===== src/sv/byterun1_bitplane_decoder_unit_assert.svh =====
// ----------------------------------------------------------------------------
// ByteRun1 bitplane decoder assertion macros
// Checks on a clock edge, disabled while the active-low reset is asserted.
// ----------------------------------------------------------------------------
`ifndef BYTERUN1_BITPLANE_DECODER_UNIT_ASSERT_SVH
`define BYTERUN1_BITPLANE_DECODER_UNIT_ASSERT_SVH

`ifndef SYNTHESIS

// same-cycle implication
`define BR1BPD_ASSERT_SAME(lbl, clk, rst_n, ante, cons) \
    lbl: assert property (@(posedge clk) disable iff (!rst_n) (ante) |-> (cons)) \
        else $error("br1bpd same-cycle check failed");

// next-cycle implication
`define BR1BPD_ASSERT_NEXT(lbl, clk, rst_n, ante, cons) \
    lbl: assert property (@(posedge clk) disable iff (!rst_n) (ante) |=> (cons)) \
        else $error("br1bpd next-cycle check failed");

`else

`define BR1BPD_ASSERT_SAME(lbl, clk, rst_n, ante, cons)
`define BR1BPD_ASSERT_NEXT(lbl, clk, rst_n, ante, cons)

`endif

`endif


===== src/sv/br1bpd_pkg.sv =====
// ----------------------------------------------------------------------------
// ByteRun1 bitplane decoder package
// Shared types, register indexes, codes and helper functions.
// ----------------------------------------------------------------------------
package br1bpd_pkg;

    localparam int CFG_ADDR_W = 8;
    localparam int CFG_DATA_W = 14;

    // register indexes
    localparam logic [CFG_ADDR_W-1:0] REG_BYTES_PER_ROW = 8'd0;
    localparam logic [CFG_ADDR_W-1:0] REG_PLANE_COUNT   = 8'd1;
    localparam logic [CFG_ADDR_W-1:0] REG_ROW_COUNT     = 8'd2;
    localparam logic [CFG_ADDR_W-1:0] REG_COMPRESSION   = 8'd3;

    // error codes
    localparam logic [1:0] ERR_NONE      = 2'd0;
    localparam logic [1:0] ERR_EARLY_END = 2'd1;
    localparam logic [1:0] ERR_OVERRUN   = 2'd2;

    // control byte that does nothing
    localparam logic [7:0] CTRL_NOP = 8'h80;
    // longest run a single control byte can ask for
    localparam logic [7:0] RUN_MAX  = 8'd128;

    typedef enum logic [1:0] {
        PH_CONTROL = 2'd0,
        PH_LITERAL = 2'd1,
        PH_REPEAT  = 2'd2
    } t_phase;

    typedef enum logic {
        S_IDLE = 1'b0,
        S_EMIT = 1'b1
    } t_state;

    // controller -> datapath
    typedef struct packed {
        logic cfg_wr;   // configuration word taken
        logic step;     // input word taken
        logic load;     // move next result word into output register
    } t_cmd;

    // datapath -> controller
    typedef struct packed {
        logic has_result;  // current input word gives at least one result
        logic out_free;    // output register can take a word this cycle
        logic emit_last;   // word being emitted is the last of its byte
    } t_status;

    // zero row width acts as one
    function automatic logic [13:0] f_eff_bpr(input logic [13:0] v);
        f_eff_bpr = (v == 14'd0) ? 14'd1 : v;
    endfunction

    // zero row count acts as one
    function automatic logic [11:0] f_eff_rows(input logic [11:0] v);
        f_eff_rows = (v == 12'd0) ? 12'd1 : v;
    endfunction

endpackage


===== src/sv/br1bpd_ctrl.sv =====
// ----------------------------------------------------------------------------
// ByteRun1 bitplane decoder controller
// Takes one body byte at a time, then walks its result words out.
// ----------------------------------------------------------------------------
module br1bpd_ctrl (
    input  logic                i_clk,
    input  logic                i_rst_n,
    input  logic                i_in_valid,
    input  logic                i_cfg_valid,
    input  br1bpd_pkg::t_status i_status,
    output logic                o_in_ready,
    output logic                o_cfg_ready,
    output br1bpd_pkg::t_cmd    o_cmd
);
    import br1bpd_pkg::*;

    t_state r_state;
    t_state n_state;

    // state register
    always_ff @(posedge i_clk) begin
        if (!i_rst_n) begin
            r_state <= S_IDLE;
        end else begin
            r_state <= n_state;
        end
    end

    // next state
    always_comb begin
        n_state = r_state;
        case (r_state)
            S_IDLE: begin
                if (o_cmd.step && i_status.has_result) begin
                    n_state = S_EMIT;
                end
            end
            S_EMIT: begin
                if (i_status.out_free && i_status.emit_last) begin
                    n_state = S_IDLE;
                end
            end
            default: n_state = S_IDLE;
        endcase
    end

    // outputs; configuration wins over data in the same cycle
    always_comb begin
        o_cfg_ready = 1'b0;
        o_in_ready  = 1'b0;
        o_cmd       = '0;
        case (r_state)
            S_IDLE: begin
                o_cfg_ready  = 1'b1;
                o_in_ready   = !i_cfg_valid;
                o_cmd.cfg_wr = i_cfg_valid;
                o_cmd.step   = i_in_valid && !i_cfg_valid;
            end
            S_EMIT: begin
                o_cmd.load = i_status.out_free;
            end
            default: begin
                o_cmd = '0;
            end
        endcase
    end

endmodule


===== src/sv/br1bpd_datapath.sv =====
// ----------------------------------------------------------------------------
// ByteRun1 bitplane decoder datapath
// Configuration, decode state, row/plane/image counters, result emitter
// and the output register.
// ----------------------------------------------------------------------------
module br1bpd_datapath #(
    parameter int MAX_PLANES = 8
) (
    input  logic                                i_clk,
    input  logic                                i_rst_n,
    input  br1bpd_pkg::t_cmd                    i_cmd,
    output br1bpd_pkg::t_status                 o_status,
    input  logic [br1bpd_pkg::CFG_ADDR_W-1:0]   i_cfg_addr,
    input  logic [br1bpd_pkg::CFG_DATA_W-1:0]   i_cfg_data,
    input  logic [7:0]                          i_data_byte,
    input  logic                                i_end_of_body,
    input  logic                                i_out_ready,
    output logic                                o_out_valid,
    output logic [15:0]                         o_byte_pair,
    output logic [1:0]                          o_pair_count,
    output logic [2:0]                          o_plane_index,
    output logic                                o_row_end,
    output logic                                o_image_end,
    output logic [1:0]                          o_error_code
);
    import br1bpd_pkg::*;

    localparam logic [3:0] PLANES_MAX = 4'(MAX_PLANES);

    // configuration
    logic [13:0] r_cfg_bpr,   n_cfg_bpr;
    logic [3:0]  r_cfg_planes, n_cfg_planes;
    logic [11:0] r_cfg_rows,  n_cfg_rows;
    logic        r_cfg_comp,  n_cfg_comp;

    // decode state
    t_phase      r_phase, n_phase;
    logic [7:0]  r_lit,   n_lit;
    logic [7:0]  r_rep,   n_rep;
    logic [13:0] r_rbl,   n_rbl;
    logic [2:0]  r_plane, n_plane;
    logic [11:0] r_row,   n_row;
    logic        r_fin,   n_fin;

    // pending result words of the last byte
    logic [7:0]  r_em_byte;
    logic [7:0]  r_em_left, n_em_left;
    logic [2:0]  r_em_plane;
    logic        r_em_row_end;
    logic        r_em_img_end;
    logic [1:0]  r_em_err;

    // output register
    logic        r_out_valid;
    logic [15:0] r_out_pair;
    logic [1:0]  r_out_count;
    logic [2:0]  r_out_plane;
    logic        r_out_row_end;
    logic        r_out_img_end;
    logic [1:0]  r_out_err;

    // step results
    t_phase      s_phase;
    logic [7:0]  s_lit, s_rep, s_k, s_kc, s_cnt;
    logic [13:0] s_rbl, s_rbl_d;
    logic [2:0]  s_plane;
    logic [3:0]  s_plane_inc, s_eff_planes;
    logic [11:0] s_row;
    logic [12:0] s_row_inc;
    logic        s_over, s_row_done, s_img_done;
    logic [1:0]  s_err;
    logic        s_finish;
    logic        cfg_hit;
    logic [13:0] eff_bpr_new;

    // effective plane count, clamped to the build limit
    always_comb begin
        if (r_cfg_planes == 4'd0) begin
            s_eff_planes = 4'd1;
        end else if (r_cfg_planes > PLANES_MAX) begin
            s_eff_planes = PLANES_MAX;
        end else begin
            s_eff_planes = r_cfg_planes;
        end
    end

    // decode one body byte
    always_comb begin
        s_phase     = r_phase;
        s_lit       = r_lit;
        s_rep       = r_rep;
        s_k         = 8'd0;
        s_cnt       = 8'd0;
        s_over      = 1'b0;
        s_kc        = 8'd0;
        s_rbl       = r_rbl;
        s_rbl_d     = r_rbl;
        s_plane     = r_plane;
        s_plane_inc = {1'b0, r_plane} + 4'd1;
        s_row       = r_row;
        s_row_inc   = {1'b0, r_row} + 13'd1;
        s_row_done  = 1'b0;
        s_img_done  = 1'b0;
        s_err       = ERR_NONE;

        if (!r_cfg_comp) begin
            s_k = 8'd1;
        end else begin
            case (r_phase)
                PH_LITERAL: begin
                    s_k   = 8'd1;
                    s_lit = r_lit - 8'd1;
                    if (s_lit == 8'd0) begin
                        s_phase = PH_CONTROL;
                    end
                end
                PH_REPEAT: begin
                    s_k     = (r_rep > RUN_MAX) ? RUN_MAX : r_rep;
                    s_rep   = 8'd0;
                    s_phase = PH_CONTROL;
                end
                default: begin
                    s_phase = PH_CONTROL;
                    if (!i_data_byte[7]) begin
                        s_cnt = i_data_byte + 8'd1;
                    end else if (i_data_byte != CTRL_NOP) begin
                        s_cnt = 8'(9'd257 - {1'b0, i_data_byte});
                    end
                    s_over = {6'd0, s_cnt} > r_rbl;
                    if (s_cnt != 8'd0) begin
                        if (s_over) begin
                            s_err = ERR_OVERRUN;
                        end else if (!i_data_byte[7]) begin
                            s_lit   = s_cnt;
                            s_phase = PH_LITERAL;
                        end else begin
                            s_rep   = s_cnt;
                            s_phase = PH_REPEAT;
                        end
                    end
                end
            endcase
        end

        // row, plane and image bookkeeping
        if (s_k != 8'd0) begin
            s_kc    = ({6'd0, s_k} > r_rbl) ? r_rbl[7:0] : s_k;
            s_rbl_d = r_rbl - {6'd0, s_kc};
            s_rbl   = s_rbl_d;
            if (s_rbl_d == 14'd0) begin
                s_row_done = 1'b1;
                s_rbl      = f_eff_bpr(r_cfg_bpr);
                s_phase    = PH_CONTROL;
                s_lit      = 8'd0;
                s_plane    = s_plane_inc[2:0];
                if (s_plane_inc >= s_eff_planes) begin
                    s_plane = 3'd0;
                    s_row   = s_row_inc[11:0];
                    if (s_row_inc >= {1'b0, f_eff_rows(r_cfg_rows)}) begin
                        s_img_done = 1'b1;
                    end
                end
            end
        end

        if (s_err == ERR_NONE && i_end_of_body && !s_img_done) begin
            s_err = ERR_EARLY_END;
        end
    end

    assign s_finish = s_img_done || (s_err != ERR_NONE);

    // configuration decode
    assign cfg_hit = (i_cfg_addr == REG_BYTES_PER_ROW) || (i_cfg_addr == REG_PLANE_COUNT)
                  || (i_cfg_addr == REG_ROW_COUNT) || (i_cfg_addr == REG_COMPRESSION);

    always_comb begin
        n_cfg_bpr    = r_cfg_bpr;
        n_cfg_planes = r_cfg_planes;
        n_cfg_rows   = r_cfg_rows;
        n_cfg_comp   = r_cfg_comp;
        if (i_cmd.cfg_wr) begin
            case (i_cfg_addr)
                REG_BYTES_PER_ROW: n_cfg_bpr    = i_cfg_data;
                REG_PLANE_COUNT:   n_cfg_planes = i_cfg_data[3:0];
                REG_ROW_COUNT:     n_cfg_rows   = i_cfg_data[11:0];
                REG_COMPRESSION:   n_cfg_comp   = i_cfg_data[0];
                default:           n_cfg_comp   = r_cfg_comp;
            endcase
        end
    end

    assign eff_bpr_new = f_eff_bpr(n_cfg_bpr);

    // next decode state
    always_comb begin
        n_phase = r_phase;
        n_lit   = r_lit;
        n_rep   = r_rep;
        n_rbl   = r_rbl;
        n_plane = r_plane;
        n_row   = r_row;
        n_fin   = r_fin;
        if ((i_cmd.cfg_wr && cfg_hit) || (i_cmd.step && i_end_of_body
                && (r_fin || s_finish))) begin
            // restart at the top of an image
            n_phase = PH_CONTROL;
            n_lit   = 8'd0;
            n_rep   = 8'd0;
            n_rbl   = eff_bpr_new;
            n_plane = 3'd0;
            n_row   = 12'd0;
            n_fin   = 1'b0;
        end else if (i_cmd.step && !r_fin) begin
            n_phase = s_phase;
            n_lit   = s_lit;
            n_rep   = s_rep;
            n_rbl   = s_rbl;
            n_plane = s_plane;
            n_row   = s_row;
            n_fin   = s_finish;
        end
    end

    // config and decode state registers
    always_ff @(posedge i_clk) begin
        if (!i_rst_n) begin
            r_cfg_bpr    <= 14'd2;
            r_cfg_planes <= 4'd1;
            r_cfg_rows   <= 12'd1;
            r_cfg_comp   <= 1'b1;
            r_phase      <= PH_CONTROL;
            r_lit        <= 8'd0;
            r_rep        <= 8'd0;
            r_rbl        <= 14'd2;
            r_plane      <= 3'd0;
            r_row        <= 12'd0;
            r_fin        <= 1'b0;
        end else begin
            r_cfg_bpr    <= n_cfg_bpr;
            r_cfg_planes <= n_cfg_planes;
            r_cfg_rows   <= n_cfg_rows;
            r_cfg_comp   <= n_cfg_comp;
            r_phase      <= n_phase;
            r_lit        <= n_lit;
            r_rep        <= n_rep;
            r_rbl        <= n_rbl;
            r_plane      <= n_plane;
            r_row        <= n_row;
            r_fin        <= n_fin;
        end
    end

    // emitter: up to two bytes per word, flags on the last word only
    assign n_em_left = (r_em_left >= 8'd2) ? (r_em_left - 8'd2) : 8'd0;

    always_ff @(posedge i_clk) begin
        if (i_cmd.step) begin
            r_em_byte    <= i_data_byte;
            r_em_left    <= s_kc;
            r_em_plane   <= r_plane;
            r_em_row_end <= s_row_done;
            r_em_img_end <= s_finish;
            r_em_err     <= s_err;
        end else if (i_cmd.load) begin
            r_em_left    <= n_em_left;
        end
    end

    // output register, valid cleared by reset
    always_ff @(posedge i_clk) begin
        if (!i_rst_n) begin
            r_out_valid <= 1'b0;
        end else if (i_cmd.load) begin
            r_out_valid <= 1'b1;
        end else if (i_out_ready) begin
            r_out_valid <= 1'b0;
        end
    end

    // an error word with no bytes carries an all-zero pair
    always_ff @(posedge i_clk) begin
        if (i_cmd.load) begin
            r_out_pair    <= {(r_em_left != 8'd0) ? r_em_byte : 8'd0,
                              (r_em_left >= 8'd2) ? r_em_byte : 8'd0};
            r_out_count   <= (r_em_left >= 8'd2) ? 2'd2 : r_em_left[1:0];
            r_out_plane   <= r_em_plane;
            r_out_row_end <= o_status.emit_last && r_em_row_end;
            r_out_img_end <= o_status.emit_last && r_em_img_end;
            r_out_err     <= o_status.emit_last ? r_em_err : ERR_NONE;
        end
    end

    // status to controller
    assign o_status.has_result = !r_fin && ((s_kc != 8'd0) || (s_err != ERR_NONE));
    assign o_status.out_free   = !r_out_valid || i_out_ready;
    assign o_status.emit_last  = r_em_left <= 8'd2;

    assign o_out_valid   = r_out_valid;
    assign o_byte_pair   = r_out_pair;
    assign o_pair_count  = r_out_count;
    assign o_plane_index = r_out_plane;
    assign o_row_end     = r_out_row_end;
    assign o_image_end   = r_out_img_end;
    assign o_error_code  = r_out_err;

endmodule


===== src/sv/byterun1_bitplane_decoder_unit.sv =====
// ----------------------------------------------------------------------------
// ByteRun1 bitplane decoder unit
// Decodes a ByteRun1 (PackBits) or raw interleaved bitplane image body into
// plane bytes, row by row and plane by plane.
// ----------------------------------------------------------------------------
// Body bytes are taken one at a time. A byte that decodes to plane bytes
// then moves to the emitter, which loads one output word (up to two bytes)
// per cycle while the output register is free; the next byte is taken only
// once its last word is loaded. Control bytes that emit nothing leave the
// decoder ready for the next byte. Output back-pressure holds the emitter
// only while the output register is still full. A run longer than what
// is left of the current plane row ends the image with error 2; a body that
// ends early ends it with error 1; bytes after a finished image are dropped
// until the byte marked tlast, which rearms the decoder. Any configuration
// write with a valid index restarts the decoder at the top of an image and
// is taken only while no byte is being emitted.
// ----------------------------------------------------------------------------
`include "byterun1_bitplane_decoder_unit_assert.svh"

module byterun1_bitplane_decoder_unit #(
    parameter int MAX_PLANES = 8
) (
    input  logic                              i_clk,
    input  logic                              i_rst_n,
    // configuration write channel
    input  logic                              i_cfg_valid,
    output logic                              o_cfg_ready,
    input  logic [br1bpd_pkg::CFG_ADDR_W-1:0] i_cfg_addr,
    input  logic [br1bpd_pkg::CFG_DATA_W-1:0] i_cfg_data,
    // body bytes in
    input  logic                              s_axis_tvalid,
    output logic                              s_axis_tready,
    input  logic [7:0]                        s_axis_tdata,   // [7:0] data_byte
    input  logic                              s_axis_tlast,   // end_of_body
    // decoded words out
    output logic                              m_axis_tvalid,
    input  logic                              m_axis_tready,
    // [15:0] byte_pair, [17:16] pair_count, [20:18] plane_index,
    // [21] row_end, [23:22] zero
    output logic [23:0]                       m_axis_tdata,
    output logic [1:0]                        m_axis_tuser,   // [1:0] error_code
    output logic                              m_axis_tlast    // image_end
);
    import br1bpd_pkg::*;

    t_cmd        cmd;
    t_status     status;
    logic [15:0] byte_pair;
    logic [1:0]  pair_count;
    logic [2:0]  plane_index;
    logic        row_end;

    br1bpd_ctrl u_ctrl (
        .i_clk       (i_clk),
        .i_rst_n     (i_rst_n),
        .i_in_valid  (s_axis_tvalid),
        .i_cfg_valid (i_cfg_valid),
        .i_status    (status),
        .o_in_ready  (s_axis_tready),
        .o_cfg_ready (o_cfg_ready),
        .o_cmd       (cmd)
    );

    br1bpd_datapath #(
        .MAX_PLANES (MAX_PLANES)
    ) u_datapath (
        .i_clk         (i_clk),
        .i_rst_n       (i_rst_n),
        .i_cmd         (cmd),
        .o_status      (status),
        .i_cfg_addr    (i_cfg_addr),
        .i_cfg_data    (i_cfg_data),
        .i_data_byte   (s_axis_tdata),
        .i_end_of_body (s_axis_tlast),
        .i_out_ready   (m_axis_tready),
        .o_out_valid   (m_axis_tvalid),
        .o_byte_pair   (byte_pair),
        .o_pair_count  (pair_count),
        .o_plane_index (plane_index),
        .o_row_end     (row_end),
        .o_image_end   (m_axis_tlast),
        .o_error_code  (m_axis_tuser)
    );

    // pack the output word
    assign m_axis_tdata = {2'b00, row_end, plane_index, pair_count, byte_pair};

    // a word with no bytes only reports an error and closes the image
    `BR1BPD_ASSERT_SAME(a_empty_word_is_error, i_clk, i_rst_n,
        m_axis_tvalid && (pair_count == 2'd0),
        m_axis_tlast && (m_axis_tuser != ERR_NONE))

    // an error always ends the image
    `BR1BPD_ASSERT_SAME(a_error_ends_image, i_clk, i_rst_n,
        m_axis_tvalid && (m_axis_tuser != ERR_NONE), m_axis_tlast)

    // no new byte is taken while the emitter is loading words
    `BR1BPD_ASSERT_SAME(a_no_accept_while_emit, i_clk, i_rst_n,
        cmd.load, !s_axis_tready && !o_cfg_ready)

    // a loaded word shows up valid in the next cycle
    `BR1BPD_ASSERT_NEXT(a_load_shows_valid, i_clk, i_rst_n,
        cmd.load, m_axis_tvalid)

endmodule


===== config.mk =====
export PLATFORM = sky130hd
export DESIGN_NAME = byterun1_bitplane_decoder_unit
export DESIGN_NICKNAME = d
export VERILOG_FILES = /design/src/sv/br1bpd_pkg.sv /design/src/sv/br1bpd_ctrl.sv /design/src/sv/br1bpd_datapath.sv /design/src/sv/byterun1_bitplane_decoder_unit.sv
export VERILOG_INCLUDE_DIRS = /design/src /design/src/sv
export SDC_FILE = /design/constraint.sdc
export NUM_CORES = 1
export LEC_CHECK = 0
export BUFFER_PORTS_ARGS = -buffer_cell sky130_fd_sc_hd__buf_2
export CAP_MARGIN = 10
export CORE_ASPECT_RATIO = 2
export CORE_MARGIN = 3
export CORE_UTILIZATION = 45
export DETAILED_ROUTE_END_ITERATION = 16
export GPL_TIMING_DRIVEN = 0
export PLACE_DENSITY = 0.7
export SETUP_SLACK_MARGIN = 0.5
export SLEW_MARGIN = 10
export SYNTH_ARGS = -nofsm -noshare
export SYNTH_HDL_FRONTEND = slang
export SYNTH_HIERARCHICAL = 1
export SYNTH_SLANG_ARGS = --single-unit

===== constraint.sdc =====
create_clock -name i_clk -period 5.5 [get_ports i_clk]
set_input_delay 0.55 -clock i_clk [delete_from_list [all_inputs] [get_ports i_clk]]
set_output_delay 0.55 -clock i_clk [all_outputs]
set_load 0.03 [all_outputs]

=== Word-level counts from Yosys, hierarchy flattened ===
Index checks and enable logic that the tools add are counted.

* $add $sub $neg: 7
* Multipliers: 0
* Div/mod/pow operators: 0
* Magnitude comparators: 8
* Equal/unequal tests: 7
* Shifts and indexed selects: 0
* Multiplexer cells: 62
* Bitwise operators: 3
* Reduce and logical (&&, ||, !) cells: 52

{| class="wikitable"
|+ Operators by type and width
! kind !! count
|-
| $mux W8 || 20
|-
| $mux W14 || 8
|-
| $pmux W8 S2 || 3
|-
| $logic_not A14 Y1 || 3
|-
| $reduce_bool A8 Y1 || 4
|-
| $gt A8 B14 Y1 || 2
|-
| $mux W2 || 13
|-
| $eq A8 B2 Y1 const B || 2
|-
| $logic_not A8 Y1 || 2
|-
| $reduce_bool A2 Y1 || 7
|-
| $sub A14 B8 Y14 || 1
|-
| $add A12 B1 Y13 const B || 1
|-
| $ge A13 B12 Y1 || 1
|-
| $logic_and A1 B1 Y1 || 12
|-
| $logic_not A12 Y1 || 1
|-
| $mux W1 || 12
|-
| $mux W12 || 1
|-
| $add A8 B1 Y8 const B || 1
|-
| $eq A8 B1 Y1 const B || 1
|-
| $ge A8 B2 Y1 const B || 1
|-
| $gt A8 B8 Y1 const B || 1
|-
| $le A8 B2 Y1 const B || 1
|-
| $logic_or A1 B1 Y1 || 8
|-
| $mux W4 || 2
|-
| 22 further kinds || 31
|}

* Register bits: 129
* Latch bits: 0
* RAM bits: 0
* Bits in read-only memories: 0
* Bits of input ports: 36
* Output and inout bits: 30
* Memories kept: 0

=== Logic depth before layout (Yosys ltp) ===
* Depth after elaboration: 21
* Depth in mapped cells: 28
* Mapped depth without buffers: 26

=== Hierarchy ===
Netlist, hierarchy kept.

{| class="wikitable"
|+ By module, submodules not included
! module !! times used !! cells an instance !! area each (um2) !! seq. area each (um2)
|-
| br1bpd_datapath || 1 || 915 || 7915.1 || 3042.9
|-
| br1bpd_ctrl || 1 || 9 || 75.1 || 20.0
|-
| byterun1_bitplane_decoder_unit || 1 || 4 || 26.3 || 0.0
|}

=== Worst setup path before layout ===
OpenSTA, ideal clock, no wires.

* Kind: register to register
* Start point: register u_datapath.r_phase[0]
* End point: register u_ctrl.r_state
* Data arrival time: 5.557 ns
* Setup slack: -0.172 ns
* Cell stages (with the launch flop): 25
* Clock period less this slack: 5.672 ns
* Path through: dfxtp_1 inv_1 ha_1 clkinv_1 nor3_1 and3_1 ha_1 a21o_1 a211oi_1 o211ai_1 o211ai_1 clkbuf_1 nor2_1 a21oi_1 ha_1 nor2b_1 o2111ai_1 a21oi_1 or4_1 a211o_1 nor2_2 nand2_1 a311o_1 nor4bb_1 o21a_1

{| class="wikitable"
|+ RTL lines
! element !! line !! source
|-
| from (decl) || br1bpd_datapath.sv:37 || <nowiki>t_phase r_phase, n_phase;</nowiki>
|-
| from (signal assigned) || br1bpd_datapath.sv:244 || <nowiki>r_phase <= n_phase;</nowiki>
|-
| to (signal assigned) || br1bpd_ctrl.sv:25 || <nowiki>r_state <= n_state;</nowiki>
|-
| to (decl) || br1bpd_ctrl.sv:17 || <nowiki>t_state r_state;</nowiki>
|}

=== Final worst setup path ===
* Start point: register u_datapath.r_phase[0]
* End point: register u_datapath.r_row[1]

* Cells in the longest elaborated chain, start to end: 18
* Elaborated cells between the ends (all ways): 26

{| class="wikitable"
|+ RTL lines
! element !! line !! source
|-
| $eq A2 B2 Y1 / $eq A2 B1 Y1 (equally long branches) || br1bpd_datapath.sv:109 || <nowiki>case (r_phase)</nowiki>
|-
| $pmux W8 S2 || br1bpd_datapath.sv:109 ||
|-
| $mux W8 || br1bpd_datapath.sv:106 || <nowiki>if (!r_cfg_comp) begin</nowiki>
|-
| $gt A8 B14 Y1 || br1bpd_datapath.sv:147 || <nowiki>s_kc = ({6'd0, s_k} > r_rbl) ? r_rbl[7:0] : s_k;</nowiki>
|-
| $mux W8 || br1bpd_datapath.sv:147 ||
|-
| $sub A14 B8 Y14 || br1bpd_datapath.sv:148 || <nowiki>s_rbl_d = r_rbl - {6'd0, s_kc};</nowiki>
|-
| $logic_not A14 Y1 || br1bpd_datapath.sv:150 || <nowiki>if (s_rbl_d == 14'd0) begin</nowiki>
|-
| $mux W1 || br1bpd_datapath.sv:150 ||
|-
| [... 2 more ...] || n/a ||
|-
| $logic_and A1 B1 Y1 || br1bpd_datapath.sv:166 || <nowiki>if (s_err == ERR_NONE && i_end_of_body && !s_img_done) begin</nowiki>
|-
| $mux W2 || br1bpd_datapath.sv:166 ||
|-
| $reduce_bool A2 Y1 || br1bpd_datapath.sv:171 || <nowiki>assign s_finish = s_img_done || (s_err != ERR_NONE);</nowiki>
|-
| $logic_or A1 B1 Y1 || br1bpd_datapath.sv:171 ||
|-
| $logic_or A1 B1 Y1 || br1bpd_datapath.sv:205 || <nowiki>&& (r_fin || s_finish))) begin</nowiki>
|-
| $logic_and A1 B1 Y1 || br1bpd_datapath.sv:205 ||
|-
| $logic_or A1 B1 Y1 || br1bpd_datapath.sv:204 || <nowiki>if ((i_cmd.cfg_wr && cfg_hit) || (i_cmd.step && i_end_of_body</nowiki>
|-
| $reduce_or A2 Y1 (no source line) || n/a ||
|-
| to (signal assigned) || br1bpd_datapath.sv:249 || <nowiki>r_row <= n_row;</nowiki>
|-
| to (decl) || br1bpd_datapath.sv:42 || <nowiki>logic [11:0] r_row, n_row;</nowiki>
|}

Parallel ways exist; a longest one is shown, timed or not.
A chain may end at the register's enable or synchronous reset.

==> metrics.cfg <==
[synth]
syn_inst=928
synth-edff-count=48
synthArstFlopShare_pct=0
synth_cell_types=76
synthesis.area_um2=8020
yosys_warnings=6
synth_ff_type=dfxtp_1
ys_ff_latch=129
seq_area_frac_synth_pct=38.2
syn_area_per_cell_um2=8.64

[setup_path]
crit_slowest_cell=or4_4
cp_top_family=simple AND/OR/NAND/NOR gates
crit_fanout=8
regToRegSetupSlack_ns=0.32
worstRegToRegCells=24
worstPathArrival_ns=5.45
worst-setup-path-type=flip-flop to flip-flop
required_ns=5.78
reg2reg_from=u_datapath/r_phase[0]$_SDFFE_PP0P_
critPathLaunchType=flip-flop
slowest_delay_ns=0.51
endpoint_kind=flip-flop
crit_buf_inv=6
path_cells=inv_2, ha_4, buf_8, or3_4, nor2_4, and2_4, ha_4, a211oi_2, o211ai_1, o211ai_1, buf_4, nor2_1, a21oi_2, ha_1, buf_2, a21oi_2, o21bai_2, or4_4, a211o_4, buf_12, nor3_4, buf_12, mux2i_1, nor2_1
r2r_end=u_datapath/r_row[1]$_SDFFE_PP0P_

[timing]
rsz0062_at_grt=true
worst_pin_slew_ns=1.28
fin_setup_tns_ns=0
fmax_mhz=193
fin_crit_sh_pct=94.1
hold_violations=0
slew_headroom_pct=14.2
fin_crit_ns=5.18
finalClockSkew_ns=0.00885
setup_violations=0
report.final.slew_viol_count=0

[pwr]
power_uw=2680
p_leak_uw=0.00403
p_comb_share_pct=18.5
ir_drop_uv=202
p_clk_share_pct=41.9
p_seq_share_pct=39.6
power_per_cell_area_nw_per_um2=264
switching_power_uw=776
p_int_uw=1900
switching_share_pct=28.9

[layout]
fin_nets=1152
drive_gt1_share_pct=23.0
diodes=0
syn2layout_area_growth_pct=26.6
nFillCells=1525
final_cell_area_um2=10100

[placed_design]
io_buffers=63
place_congestion=1.03
postPlaceCellArea_um2=8730
dp_hpwl_mm=18.2

[global_routing]
grt_pass1_wl_mm=38.5
grt_pass1_vias=7635
gr-total-overflow=0
grt_usage_pct=25.4
antenna_found_initial=0
grt_start_max_net_pins=28

[hold_path]
worstHoldPathCells=1
hold_end=u_datapath/r_em_byte[7]$_DFFE_PP_
hold_start=s_axis_tdata[7]
hp-class=primary input to flip-flop

[clock_network]
worstSkewPairLatency_ns=0.42
h-tree-depth=4
cts_buffers=17
cts_tree=built
path_clk_slew_ns=0.06
cts_hold_buf=0
clockRootBuffer=clkbuf_16
clock-sinks=129
cts.path.max_buffers=2

[drt]
via_per_inst=5.90
drtAntennaViolNets=0
vias=7590
dr.pass1.iters=5
drcViolationCount=0
wire_per_inst_um=19.3
drt_iter0_drc=451
wl_mm=24.9

[floorplanning]
io_pins=66
coreArea_um2=17400
die_h_um=195
rows=68
start_util_pct=46.2
die_w_um=100
die-area_um2=19500

[status]
status=finished clean

[job]
drv_cap=0

==> kinds of logic after synthesis <==
logic type	share of synthesized area, %
adders and majority gates	8.21
xor gates and xnor gates	4.04
and+or+nand+nor	24.7
buffers and inverters	4.49
AOI/OAI and AO/OA	16.2
muxes	4.10
DFF	38.2
other	0.0468
==> power by group through the flow <==
stage                     clock, µW  combinational (µW)  sequential (µW)
after floorplan                   0                 269             1090
after global placement            0                 403             1080
after detailed placement          0                 407             1080
after CTS                      1150                 464             1060
after global routing           1190                 529             1070
final                          1120                 496             1060
==> final cells by class <==
| cell class | instances | area, µm² | share of cell area [%] |
|---|---|---|---|
| clock inverters | 15 | 158 | 1.55 |
| repair buffers | 116 | 767 | 7.56 |
| flip-flops and latches | 129 | 3070 | 30.2 |
| clock buffers | 17 | 425 | 4.19 |
| multi-input cells | 711 | 5050 | 49.7 |
| well taps | 210 | 263 | 2.59 |
| inverters | 54 | 211 | 2.08 |
| plain buffers | 35 | 208 | 2.05 |
==> placed cells by master, fill, tap and decap left out, types with 17 or more instances in the layout <==
cell,n
clkbuf_1,21
nand2_1,100
dfxtp_1,78
a21boi_0,20
ha_1,45
clkbuf_16,18
nor2b_1,35
inv_1,50
nor2_1,85
a21oi_1,22
o21ai_0,37
xnor2_1,21
nor3_1,23
edfxtp_1,48
buf_2,66
nand3_1,24
buf_4,49
nand2b_1,17
mux2i_1,28
==> registers in the layout, summed over array words and instances (netlist names), 3 cells and up <==
| register | cells |
|---|---|
| u_datapath/o_plane_index | 3 |
| u_datapath/r_em_plane | 3 |
| u_datapath/r_plane | 3 |
| u_datapath/r_lit | 8 |
| u_datapath/r_cfg_rows | 12 |
| u_datapath/o_byte_pair | 16 |
| u_datapath/r_em_byte | 8 |
| u_datapath/r_rbl | 14 |
| u_datapath/r_rep | 8 |
| u_datapath/r_cfg_planes | 4 |
| u_datapath/r_row | 12 |
| u_datapath/r_cfg_bpr | 14 |
| u_datapath/r_em_left | 8 |
==> worst max path at each step <==
stage	from	endpoint	slack [ns]	cells after the start
after floorplan	u_datapath/r_phase[0]$_SDFFE_PP0P_	u_ctrl/r_state$_SDFF_PN0_	0.45	24
after global placement	u_datapath/r_cfg_comp$_SDFFE_PN1P_	u_datapath/r_lit[6]$_SDFFE_PP0P_	-0.98	19
after detailed placement	u_datapath/r_cfg_comp$_SDFFE_PN1P_	u_ctrl/r_state$_SDFF_PN0_	-0.64	21
after CTS	u_datapath/r_phase[0]$_SDFFE_PP0P_	u_datapath/r_em_row_end$_SDFFCE_PP0P_	0.45	22
after global routing	u_datapath/r_phase[0]$_SDFFE_PP0P_	u_datapath/r_row[1]$_SDFFE_PP0P_	0.14	27
final	u_datapath/r_phase[0]$_SDFFE_PP0P_	u_datapath/r_row[1]$_SDFFE_PP0P_	0.32	24
==> through the flow <==
stage	worst slack [ns]	utilization (%)	instances	hold slack [ns]
3_3_place_gp	-0.983	50.2	1202	0.401
4_1_cts	0.451	57.3	1278	0.317
2_1_floorplan	0.450	-	929	0.400
3_5_place_dp	-0.642	50.3	1203	0.405
6_report	0.324	58.5	1287	0.335
5_1_grt	0.140	58.5	1287	0.322
==> layer usage <==
layer | up-vias | global-route usage (%) | share of wire [%]
met2 | 332 | 46.3 | 53
met3 | 122 | 4.02 | 4.7
li1 | 3610 | - | -
met1 | 3526 | 24.4 | 34
met5 | - | 0 | 0
met4 | 0 | 19.5 | 8.0
==> timing repair <==
action	in CTS	in global routing
endpoints found under the setup margin	44	44
cloned	1	1
gates resized for setup	57	32
buffers inserted	42	8
pin swaps	32	31
==> Yosys cell counts (all sizes together), types with 17 or more instances <==
cell type  instances  area (µm²)
edfxtp            48        1440
a211oi            20         150
ha                51         638
nor2              89         337
nand2            101         379
nor2b             36         225
nor3              31         166
o21ai             39         199
mux2i             28         280
a21boi            21         158
a21oi             38         190
nor4              17         106
dfxtp             81        1620
clkbuf            26        97.6
xnor2             23         201
nand2b            19         119
nand3             25         125
inv               53         199
Power figures use the tool's default switching activity.
